### config.mk
export PLATFORM = sky130hd
export DESIGN_NAME = der_queue
export DESIGN_NICKNAME = d
export VERILOG_FILES = /design/src/design/der_pkg.sv /design/src/design/der_queue.sv
export SDC_FILE = /design/constraint.sdc
export NUM_CORES = 1
export LEC_CHECK = 0
export ABC_CLOCK_PERIOD_IN_PS = 3150
export BUFFER_PORTS_ARGS = -buffer_cell sky130_fd_sc_hd__buf_2
export CAP_MARGIN = 20
export CORE_MARGIN = 3
export CORE_UTILIZATION = 52
export CTS_CLUSTER_DIAMETER = 100
export DETAILED_ROUTE_END_ITERATION = 12
export PLACE_DENSITY = 0.79
export SETUP_SLACK_MARGIN = 0.05
export SYNTH_ARGS = -nofsm -noshare
export SYNTH_HDL_FRONTEND = slang
export SYNTH_SLANG_ARGS = --single-unit
### constraint.sdc
create_clock -name clk -period 3.15 [get_ports clk]
set_input_delay 0.63 -clock clk [delete_from_list [all_inputs] [get_ports clk]]
set_output_delay 0.63 -clock clk [all_outputs]
set_load 0.05 [all_outputs]
### src/design/der_pkg.sv
// Shared types, codes and constants of the debounced event recorder.
package der_pkg;

    // Default sizes
    localparam int ONESHOT_EVENTS_DEF = 8;
    localparam int LEVEL_EVENTS_DEF   = 4;
    localparam int HISTORY_DEPTH_DEF  = 10;

    // Queue between front and back
    localparam int QUEUE_DEPTH = 2;

    // Configuration port
    localparam int PADDR_W   = 4;
    localparam int PDATA_W   = 32;
    localparam int HOLD_REGS = 4;
    localparam logic [7:0] HOLD_RESET = 8'd3;

    localparam logic [1:0] REG_HOLD_A = 2'd0;
    localparam logic [1:0] REG_HOLD_B = 2'd1;
    localparam logic [1:0] REG_HOLD_C = 2'd2;
    localparam logic [1:0] REG_HOLD_D = 2'd3;

    // Opcodes
    localparam logic [1:0] OP_TRIGGER = 2'd0;
    localparam logic [1:0] OP_SAMPLE  = 2'd1;
    localparam logic [1:0] OP_READ    = 2'd2;

    // Saturation limits
    localparam logic [15:0] CNT_MAX = 16'hFFFF;
    localparam logic [31:0] ACC_MAX = 32'hFFFF_FFFF;
    localparam logic [7:0]  CONFIRM_MAX = 8'hFF;

    // Work class of an item, decided by the front
    typedef enum logic [2:0] {
        KIND_NONE,
        KIND_TRIGGER,
        KIND_SAMPLE,
        KIND_READ_LEVEL,
        KIND_READ_ONESHOT
    } kind_t;

    typedef enum logic {
        ST_IDLE,
        ST_EXEC
    } back_state_t;

    typedef struct packed {
        kind_t       kind;
        logic [2:0]  ev;
        logic        act;
        logic [31:0] now;
        logic        nv;
        logic [3:0]  slot;
        logic        slot_ok;
    } item_t;

    typedef struct packed {
        logic        started;
        logic        ended;
        logic [15:0] event_total;
        logic [31:0] accum_seconds;
        logic [31:0] start_stamp;
        logic [31:0] end_stamp;
        logic        event_open;
    } result_t;

    typedef logic [HOLD_REGS-1:0][7:0] hold_set_t;

endpackage

### src/design/der_queue.sv
// Short item queue between the front and back parts.
module der_queue (
    input  logic           clk,
    input  logic           rst_n,
    input  logic           push,
    input  der_pkg::item_t push_item,
    input  logic           pop,
    output der_pkg::item_t pop_item,
    output logic           empty,
    output logic           full
);
    import der_pkg::*;

    localparam int QPW = (QUEUE_DEPTH > 1) ? $clog2(QUEUE_DEPTH) : 1;
    localparam int QCW = $clog2(QUEUE_DEPTH + 1);

    item_t          store_reg [QUEUE_DEPTH];
    logic [QPW-1:0] wr_ptr_reg;
    logic [QPW-1:0] rd_ptr_reg;
    logic [QCW-1:0] count_reg;
    logic [QPW-1:0] wr_ptr_next;
    logic [QPW-1:0] rd_ptr_next;
    logic [QCW-1:0] count_next;

    assign empty    = (count_reg == '0);
    assign full     = (count_reg == QCW'(QUEUE_DEPTH));
    assign pop_item = store_reg[rd_ptr_reg];

    // Advance pointers and count
    always_comb
    begin
        wr_ptr_next = wr_ptr_reg;
        rd_ptr_next = rd_ptr_reg;
        count_next  = count_reg;
        if (push)
            wr_ptr_next = (wr_ptr_reg == QPW'(QUEUE_DEPTH - 1)) ? '0 : wr_ptr_reg + 1'b1;
        if (pop)
            rd_ptr_next = (rd_ptr_reg == QPW'(QUEUE_DEPTH - 1)) ? '0 : rd_ptr_reg + 1'b1;
        if (push && !pop)
            count_next = count_reg + 1'b1;
        else if (pop && !push)
            count_next = count_reg - 1'b1;
    end

    always_ff @(posedge clk or negedge rst_n)
    begin
        if (!rst_n)
        begin
            wr_ptr_reg <= '0;
            rd_ptr_reg <= '0;
            count_reg  <= '0;
        end
        else
        begin
            wr_ptr_reg <= wr_ptr_next;
            rd_ptr_reg <= rd_ptr_next;
            count_reg  <= count_next;
        end
    end

    // Store the pushed item
    always_ff @(posedge clk)
    begin
        if (push)
            store_reg[wr_ptr_reg] <= push_item;
    end

endmodule

==> results of run 1 <==
metrics by stage:
| step | utilization, % | std cells | hold WS, ns | area (um^2) | worst slack (ns) |
|---|---|---|---|---|---|
| after global routing | 67.5 | 360 | 0.0648 | 4430 | 0.746 |
| after floorplan | - | 156 | 0.334 | 3630 | 0.0642 |
| after detailed placement | 63.9 | 344 | 0.452 | 4190 | 1.17 |
| final | 67.5 | 360 | 0.0860 | 4430 | 0.834 |
| after CTS | 67.5 | 360 | 0.0692 | 4430 | 0.796 |
| after global placement | 63.9 | 344 | 0.446 | 4190 | 1.18 |
worst paths after layout:
check | startpoint | to | slack (ns) | cells past startpoint
setup / recovery | rd_ptr_reg$_DFFE_PN0P_ | pop_item[30] | 0.83 | 3
hold / removal | rst_n | wr_ptr_reg$_DFFE_PN0P_ | 0.09 | 1
setup reg to reg | wr_ptr_reg$_DFFE_PN0P_ | store_reg[1][1]$_DFFE_PP_ | 1.50 | 2
hold reg to reg | count_reg[1]$_DFFE_PN0P_ | count_reg[1]$_DFFE_PN0P_ | 0.53 | 1
max in group asynchronous | rst_n | rd_ptr_reg$_DFFE_PN0P_ | 2.92 | 1
min in group clk | push_item[20] | store_reg[1][20]$_DFFE_PP_ | 0.47 | 1
placed cells by master, fill, tap and decap left out, drive strengths merged:
master and instances:
bufinv 3, dfrtp 4, nor2b 2, inv 1
nor2 2, edfxtp 90, mux2 45, ha 1
clkinvlp 1, and2 1, xnor2 1, xor2 4
clkbuf 10, buf 100, clkinv 2
routing by layer:
metal  vias up  GRT usage, %  wire (um)
li1        816             -          -
met1       828          19.6       2560
met2        62          24.8       2930
met3         6          4.38        375
met4         0          7.71         63
met5         -             0          0
power groups by stage:
| stage | Combinational (mW) | Clock [mW] | Sequential, mW |
|---|---|---|---|
| floorplan | 1.78 | 0 | 1.75 |
| finish | 2.04 | 0.909 | 1.74 |
| detailed placement | 2.06 | 0 | 1.77 |
| global route | 2.14 | 0.991 | 1.76 |
| global placement | 2.04 | 0 | 1.76 |
| CTS | 2.06 | 0.935 | 1.75 |
worst max-delay path: stages (launching register included):
cell and delay, ns:
dfrtp_2 0.36, buf_4 0.37, mux2_2 0.40, buf_2 0.22
logic make-up after synthesis:
logic type	after synthesis	share of synthesized area [%]
xor+xnor	5	1.21
fa+ha+maj	1	0.344
buf+inv	6	2.62
simple gates	5	0.723
mux	45	18.0
flops	94	77.1
final cells by class:
cell class	instances	area share [%]
clock buffer	10	2.88
clock inverter	6	2.48
inverter	1	0.0847
multi-input combinational	56	16.8
sequential	94	63.3
tap	93	2.63
timing repair buffer	100	11.9
==> impl_metrics.toml, run 1 <==
[logic_synthesis]
syn_inst = 156
syn_area_um2 = 3630
synthTopCellsByCount = "edfxtp_1, mux2_4, mux2_2"
ys_async_sr_fraction_pct = 4.26
synthTopCellsByArea = "edfxtp_1, mux2_4, dfrtp_1, buf_12, mux2_2"
yosysWarningCount = 0
synth.ff_latch_count = 94
synth_top_area_share_pct = 74.4
yosys.area.top_type = "edfxtp_1"
syn_nets = 206
synth_ff_type = "edfxtp_1"
yosysMostFrequentCell = "edfxtp_1"
synth_edf_count = 90
syn_avg_cell_area_um2 = 23.3
synth_cell_types = 13
yosysSeqAreaShare_pct = 77.1

[timing]
timing.final.crit_share_pct = 73.5
final.setup_skew_ns = 0.00505
rsz0062_at_grt = "no"
finalHoldViolCount = 0
period_minus_slack_ns = 2.32
max_slew_margin_pct = 56.5
tns_ns = 0
finalSetupViolCount = 0
drv_slew = 0
tightest_slew_ns = 0.653
fmax_mhz = 432

[clock_tree]
cts_buffers = 9
cts_max_level = 3
cts_setup_buffers = 0
hold_buffers = 0
cts.path.max_buffers = 2
clk_pin_slew_ns = 0.08
cts_root_buf = "clkbuf_8"
clock_sinks = 94
cts_resized = 0
clk-insertion-delay-late_ns = 0.34
cts_tree = "yes"

[power_and_ir_drop]
p_total_mw = 4.69
ir_drop_v = 0.000629
p_sw_mw = 1.85
p_int_mw = 2.84
power_frac_seq_pct = 37.2
p_per_area_nw_per_um2 = 1060
clkPwrFrac_pct = 19.4
switching_share_pct = 39.5
power.leakage_nw = 1.80
combPwrFrac_pct = 43.4

[route]
ant_nets = 0
drt_pass1_iterations = 4
avgRoutedWirePerCell_um = 16.5
drt_iter0_drc = 66
vias_per_cell = 4.76
wirelength_um = 5930
vias = 1712
drc = 0

[floorplanning]
num_rows = 29
ios = 96
fp.dieW_um = 89.6
dieArea_um2 = 8030
core_area_um2 = 6570
start_util_pct = 55.3
die_h_um = 89.6

[critical_path]
start_kind = "register"
crit_required_ns = 2.52
end_kind = "output pin"
cp.arrival_ns = 1.69
path_max_fanout = 23
critPathKind = "register to output pin"

[global_route]
grt_pass1_vias = 1771
grt_max_degree = 28
grtUsageTotal_pct = 15.5
grt_pass1_wl_um = 8850
grt_overflow_total = 0
antenna_found_initial = 0

[cells_and_area]
insertedDiodeCount = 0
multi_input_area_um2 = 744
largest_register_ffs = 90
area_growth_syn_to_layout_pct = 22.0
n_fill_cell = 445
layout-drive-gt1-share_pct = 60.7
seq_area_um2 = 2800
fin_nets = 312

[run_status]
run_status = "finished clean"

[job]
maxCapViolCount = 0

[worst_hold_path]
hold_class = "primary input to asynchronous set/reset pin"

[placed_design]
gp_congestion = 0.718
post-dp-hpwl_um = 4110
numPortBuffers = 95
Note: power is estimated with default switching activity, not from simulation.
==> run 2, diff against run 1 <==
--- a/config.mk
+++ b/config.mk
@@ -5,14 +5,14 @@
 export SDC_FILE = /design/constraint.sdc
 export NUM_CORES = 1
 export LEC_CHECK = 0
-export ABC_CLOCK_PERIOD_IN_PS = 3150
+export ABC_CLOCK_PERIOD_IN_PS = 1870
 export BUFFER_PORTS_ARGS = -buffer_cell sky130_fd_sc_hd__buf_2
 export CAP_MARGIN = 20
 export CORE_MARGIN = 3
-export CORE_UTILIZATION = 52
+export CORE_UTILIZATION = 47
 export CTS_CLUSTER_DIAMETER = 100
 export DETAILED_ROUTE_END_ITERATION = 12
-export PLACE_DENSITY = 0.79
+export PLACE_DENSITY = 0.75
 export SETUP_SLACK_MARGIN = 0.05
 export SYNTH_ARGS = -nofsm -noshare
 export SYNTH_HDL_FRONTEND = slang
==> constraint.sdc (replaced) <==
create_clock -name clk -period 1.87 [get_ports clk]
set_input_delay 0.374 -clock clk [delete_from_list [all_inputs] [get_ports clk]]
set_output_delay 0.374 -clock clk [all_outputs]
set_load 0.05 [all_outputs]
==> impl_metrics.toml, run 2 (synthesized netlist as in run 1, its figures left out) <==
[critical_path]
cp_cell_sequence = "buf_12 > mux2_2 > buf_6"
crit_family = "flip-flops"
critPathKind = "register to output pin"
critPathBufInv = 2
crit_required_ns = 1.50
cpPeakStageDelay_ns = 0.44
cp.arrival_ns = 1.49
path_max_fanout = 16
end_kind = "output pin"
crit_slowest_cell = "dfrtp_2"
start_kind = "register"

[timing]
period_minus_slack_ns = 1.87
finalHoldViolCount = 0
max_slew_margin_pct = 77.8
tns_ns = 0
final.setup_skew_ns = 0.00743
fmax_mhz = 536
timing.final.crit_share_pct = 99.8
hold_slack_ns = 0.213
tightest_slew_ns = 0.332
finalSetupViolCount = 0
rsz0062_at_grt = "yes"
drv_slew = 0

[floorplanning]
die_h_um = 93.9
ios = 96
start_util_pct = 49.3
core_area_um2 = 7370
num_rows = 31
dieArea_um2 = 8820
fp.dieW_um = 93.9

[power_and_ir_drop]
clkPwrFrac_pct = 15.0
ir_drop_v = 0.00108
power.leakage_nw = 1.92
p_sw_mw = 3.28
p_int_mw = 5.19
p_per_area_nw_per_um2 = 1770
switching_share_pct = 38.7
combPwrFrac_pct = 50.2
power_frac_seq_pct = 34.8

[global_route]
antenna_found_initial = 0
grt_pass1_wl_um = 9670
grt_overflow_total = 0
grt_pass1_vias = 1921
grtUsageTotal_pct = 14.9
grt_max_degree = 25

[cells_and_area]
fin_nets = 316
final_cell_mix = "edfxtp_1, buf_2, mux2_4"
n_fill_cell = 511
multi_input_area_um2 = 748
largest_register_ffs = 90
seq_area_um2 = 2800
area_growth_syn_to_layout_pct = 31.5
final_common_cell = "edfxtp_1"
insertedDiodeCount = 0
layout-drive-gt1-share_pct = 60.5

[placed_design]
numPortBuffers = 95
post-dp-hpwl_um = 4010
gp_congestion = 0.670

[route]
ant_nets = 0
vias_per_cell = 4.76
drt_iter0_drc = 80
avgRoutedWirePerCell_um = 16.4
vias = 1762
drc = 0
wirelength_um = 6070
drt_pass1_iterations = 4

[job]
maxCapViolCount = 0

[clock_tree]
cts_buffers = 9
clk-insertion-delay-late_ns = 0.34
cts_tree = "yes"
cts_max_level = 3
cts.path.max_buffers = 2
clock_sinks = 94
clk_pin_slew_ns = 0.09
cts_root_buf = "clkbuf_8"

[worst_hold_path]
hold_class = "primary input to register"

[run_status]
run_status = "finished clean"
-- run 2: worst paths after layout --
path / slack [ns] / to / startpoint / depth (start not counted)
max: 0.003 / pop_item[24] / rd_ptr_reg$_DFFE_PN0P_ / 3
min: 0.21 / store_reg[1][40]$_DFFE_PP_ / push_item[40] / 1
max reg2reg: 0.60 / store_reg[1][30]$_DFFE_PP_ / wr_ptr_reg$_DFFE_PN0P_ / 2
min reg2reg: 0.50 / count_reg[1]$_DFFE_PN0P_ / count_reg[1]$_DFFE_PN0P_ / 1
max in group asynchronous: 1.37 / rd_ptr_reg$_DFFE_PN0P_ / rst_n / 2
min in group asynchronous: 0.36 / wr_ptr_reg$_DFFE_PN0P_ / rst_n / 2
-- run 2: repair_timing --
item / in CTS / in global routing
setup buffers: 3 / 0
endpoints found under the hold margin: 4 / 0
hold buffers: 1 / 0
endpoints found under the setup margin: 45 / 45
resized for setup: 104 / 3
cloned: 1 / 0
-- run 2: stage by stage --
step / total power, mW / instances / util, % / setup slack [ns] / area (um^2)
after floorplan: 5.94 / 156 / - / 0.355 / 3640
after global placement: 6.46 / 351 / 57.3 / 0.279 / 4220
after detailed placement: 6.51 / 351 / 57.3 / 0.261 / 4220
after CTS: 8.60 / 371 / 65.1 / -0.0837 / 4790
after global routing: 8.80 / 370 / 64.8 / -0.0494 / 4780
final: 8.47 / 370 / 64.8 / 0.00333 / 4780
-- run 2: layer usage --
layer	track usage, %	share of wire, %	vias up
met5	0	0	-
li1	-	-	830
met2	24.4	51	64
met3	4.25	6.8	6
met4	6.14	0.91	0
met1	18.7	42	862
-- run 2: layout make-up --
type,count,share of cell area [%]
clock buffer,10,2.67
clock inverter,6,1.31
inverter,1,0.0786
multi-input combinational,56,15.7
sequential,94,58.7
tap,99,2.59
timing repair buffer,104,19.0
-- run 2: power groups by stage --
stage,logic (mW),registers (mW),clock network (mW)
after CTS,4.34,2.95,1.31
after detailed placement,3.52,2.99,0
after floorplan,3.00,2.94,0
after global placement,3.49,2.96,0
final,4.25,2.95,1.27
after global routing,4.44,2.99,1.38
==> run 3, diff against run 2 <==
--- a/config.mk
+++ b/config.mk
@@ -9,10 +9,10 @@
 export BUFFER_PORTS_ARGS = -buffer_cell sky130_fd_sc_hd__buf_2
 export CAP_MARGIN = 20
 export CORE_MARGIN = 3
-export CORE_UTILIZATION = 47
+export CORE_UTILIZATION = 28
 export CTS_CLUSTER_DIAMETER = 100
 export DETAILED_ROUTE_END_ITERATION = 12
-export PLACE_DENSITY = 0.75
+export PLACE_DENSITY = 0.58
 export SETUP_SLACK_MARGIN = 0.05
 export SYNTH_ARGS = -nofsm -noshare
 export SYNTH_HDL_FRONTEND = slang
==> impl_metrics.toml, run 3 (synthesized netlist as in run 1, its figures left out) <==
[route]
vias_per_cell = 4.03
wirelength_um = 6250
vias = 1756
met1Wirelength_um = 2550
avgRoutedWirePerCell_um = 14.3
drt_pass1_iterations = 3
ant_nets = 0
drt_iter0_drc = 79
wl_met2_um = 3120
wl_met3_um = 449
top_layer_used = "met5"
drc = 0

[cells_and_area]
area_growth_syn_to_layout_pct = 36.2
fin_nets = 314
final_cell_mix = "edfxtp_1, buf_2, mux2_4"
n_fill_cell = 1162
largest_register_ffs = 90
layout-drive-gt1-share_pct = 59.3
insertedDiodeCount = 0
final_common_cell = "edfxtp_1"

[global_route]
grt_overflow_total = 0
grt_max_degree = 28
antenna_found_initial = 1
grt_pass1_wl_um = 9940
grtUsageTotal_pct = 9.25
grt_pass1_vias = 1969

[placed_design]
numPortBuffers = 95
post-dp-hpwl_um = 4220
gp_congestion = 0.618
pre_cts_ws_ns = 0.285

[timing]
fmax_mhz = 535
finalHoldViolCount = 0
final.setup_skew_ns = 0.00412
drv_slew = 0
hold_slack_ns = 0.226
tightest_slew_ns = 0.394
setup_ws_ns = 0.000818
period_minus_slack_ns = 1.87
finalSetupViolCount = 0
max_slew_margin_pct = 73.7
rsz0062_at_grt = "yes"
timing.final.crit_share_pct = 100

[worst_hold_path]
hold_class = "primary input to register"
hp-start = "push_item[38]"

[clock_tree]
cts.path.max_buffers = 2
cts_max_level = 3
clock_sinks = 94
clk-insertion-delay-late_ns = 0.33
clk_pin_slew_ns = 0.06
cts_buffers = 9
cts_root_buf = "clkbuf_16"
cts_setup_buffers = 0
cts_tree = "yes"

[power_and_ir_drop]
ir_drop_v = 0.000855
p_sw_mw = 3.31
p_total_mw = 8.81
power.leakage_nw = 1.97
p_int_mw = 5.51
clkPwrFrac_pct = 17.8
p_per_area_nw_per_um2 = 1780
power_frac_seq_pct = 33.4
combPwrFrac_pct = 48.8
switching_share_pct = 37.5

[floorplanning]
dieArea_um2 = 14400
fp.dieW_um = 120
start_util_pct = 29.4
ios = 96
num_rows = 40
die_h_um = 120
core_area_um2 = 12400

[critical_path]
start_kind = "register"
crit_required_ns = 1.50
r2r-start = "wr_ptr_reg$_DFFE_PN0P_"
path_max_fanout = 24
cp.arrival_ns = 1.50
end_kind = "output pin"
crit_start = "rd_ptr_reg$_DFFE_PN0P_"
critPathKind = "register to output pin"

[run_status]
run_status = "finished clean"

[job]
maxCapViolCount = 0
==> run 3: cell types whose count changed in the layout (fill, tap and decap cells not counted), sizes merged <==
cell / previous run / this run
clkinvlp: 1 / 0
clkbuf: 10 / 12
buf: 103 / 101
clkinv: 4 / 3
bufinv: 1 / 0
==> run 3: repair_timing <==
item / CTS / global route
gates cloned: 0 / 0
endpoints found under the setup margin: 45 / 45
hold buffers: 1 / 0
hold endpoints to repair: 4 / 0
gates resized for setup: 113 / 4
==> run 3: power by group through the flow <==
stage | Clock, mW | Combinational [mW] | Sequential [mW]
2_1_floorplan | 0 | 3.00 | 2.94
3_3_place_gp | 0 | 3.53 | 2.97
3_5_place_dp | 0 | 3.54 | 2.99
4_1_cts | 1.65 | 4.34 | 2.94
5_1_grt | 1.75 | 4.48 | 2.98
6_report | 1.57 | 4.30 | 2.94
==> run 3: worst max-delay path, stage by stage, from the launching register on <==
cell and delay (ns):
dfrtp_2 0.41, buf_12 0.22, mux2_2 0.37, buf_6 0.15
==> run 3: final cells by class <==
class | count | area, um^2 | area share (%)
Tap cell | 168 | 210 | 4.25
Multi-Input combinational cell | 56 | 759 | 15.3
Clock inverter | 3 | 12.5 | 0.253
Timing Repair Buffer | 102 | 923 | 18.7
Clock buffer | 12 | 236 | 4.78
Inverter | 1 | 3.75 | 0.0758
Sequential cell | 94 | 2800 | 56.6
==> run 3: path summary, 6_finish.rpt <==
path / to / slack [ns] / cells after the start
hold / removal: store_reg[0][38]$_DFFE_PP_ / 0.23 / 1
setup / recovery: pop_item[31] / 0.0008 / 3
max in group asynchronous: rd_ptr_reg$_DFFE_PN0P_ / 1.35 / 2
hold reg to reg: count_reg[1]$_DFFE_PN0P_ / 0.49 / 1
setup reg to reg: store_reg[1][1]$_DFFE_PP_ / 0.57 / 2
min in group asynchronous: count_reg[1]$_DFFE_PN0P_ / 0.38 / 2
==> run 3: through the flow <==
stage / TNS (ns) / utilization, % / instance area, um^2 / instances
6_report: 0 / 40.0 / 4950 / 436
5_1_grt: -0.987 / 40.0 / 4950 / 436
4_1_cts: -0.221 / 39.9 / 4930 / 436
3_5_place_dp: 0 / 34.8 / 4310 / 420
3_3_place_gp: 0 / 34.8 / 4310 / 420
2_1_floorplan: 0 / - / 3640 / 156
==> run 3: per-layer routing <==
layer	vias up	track usage (%)
met5	-	0
li1	825	-
met4	2	4.29
met1	858	9.77
met2	58	15.1
met3	13	5.04
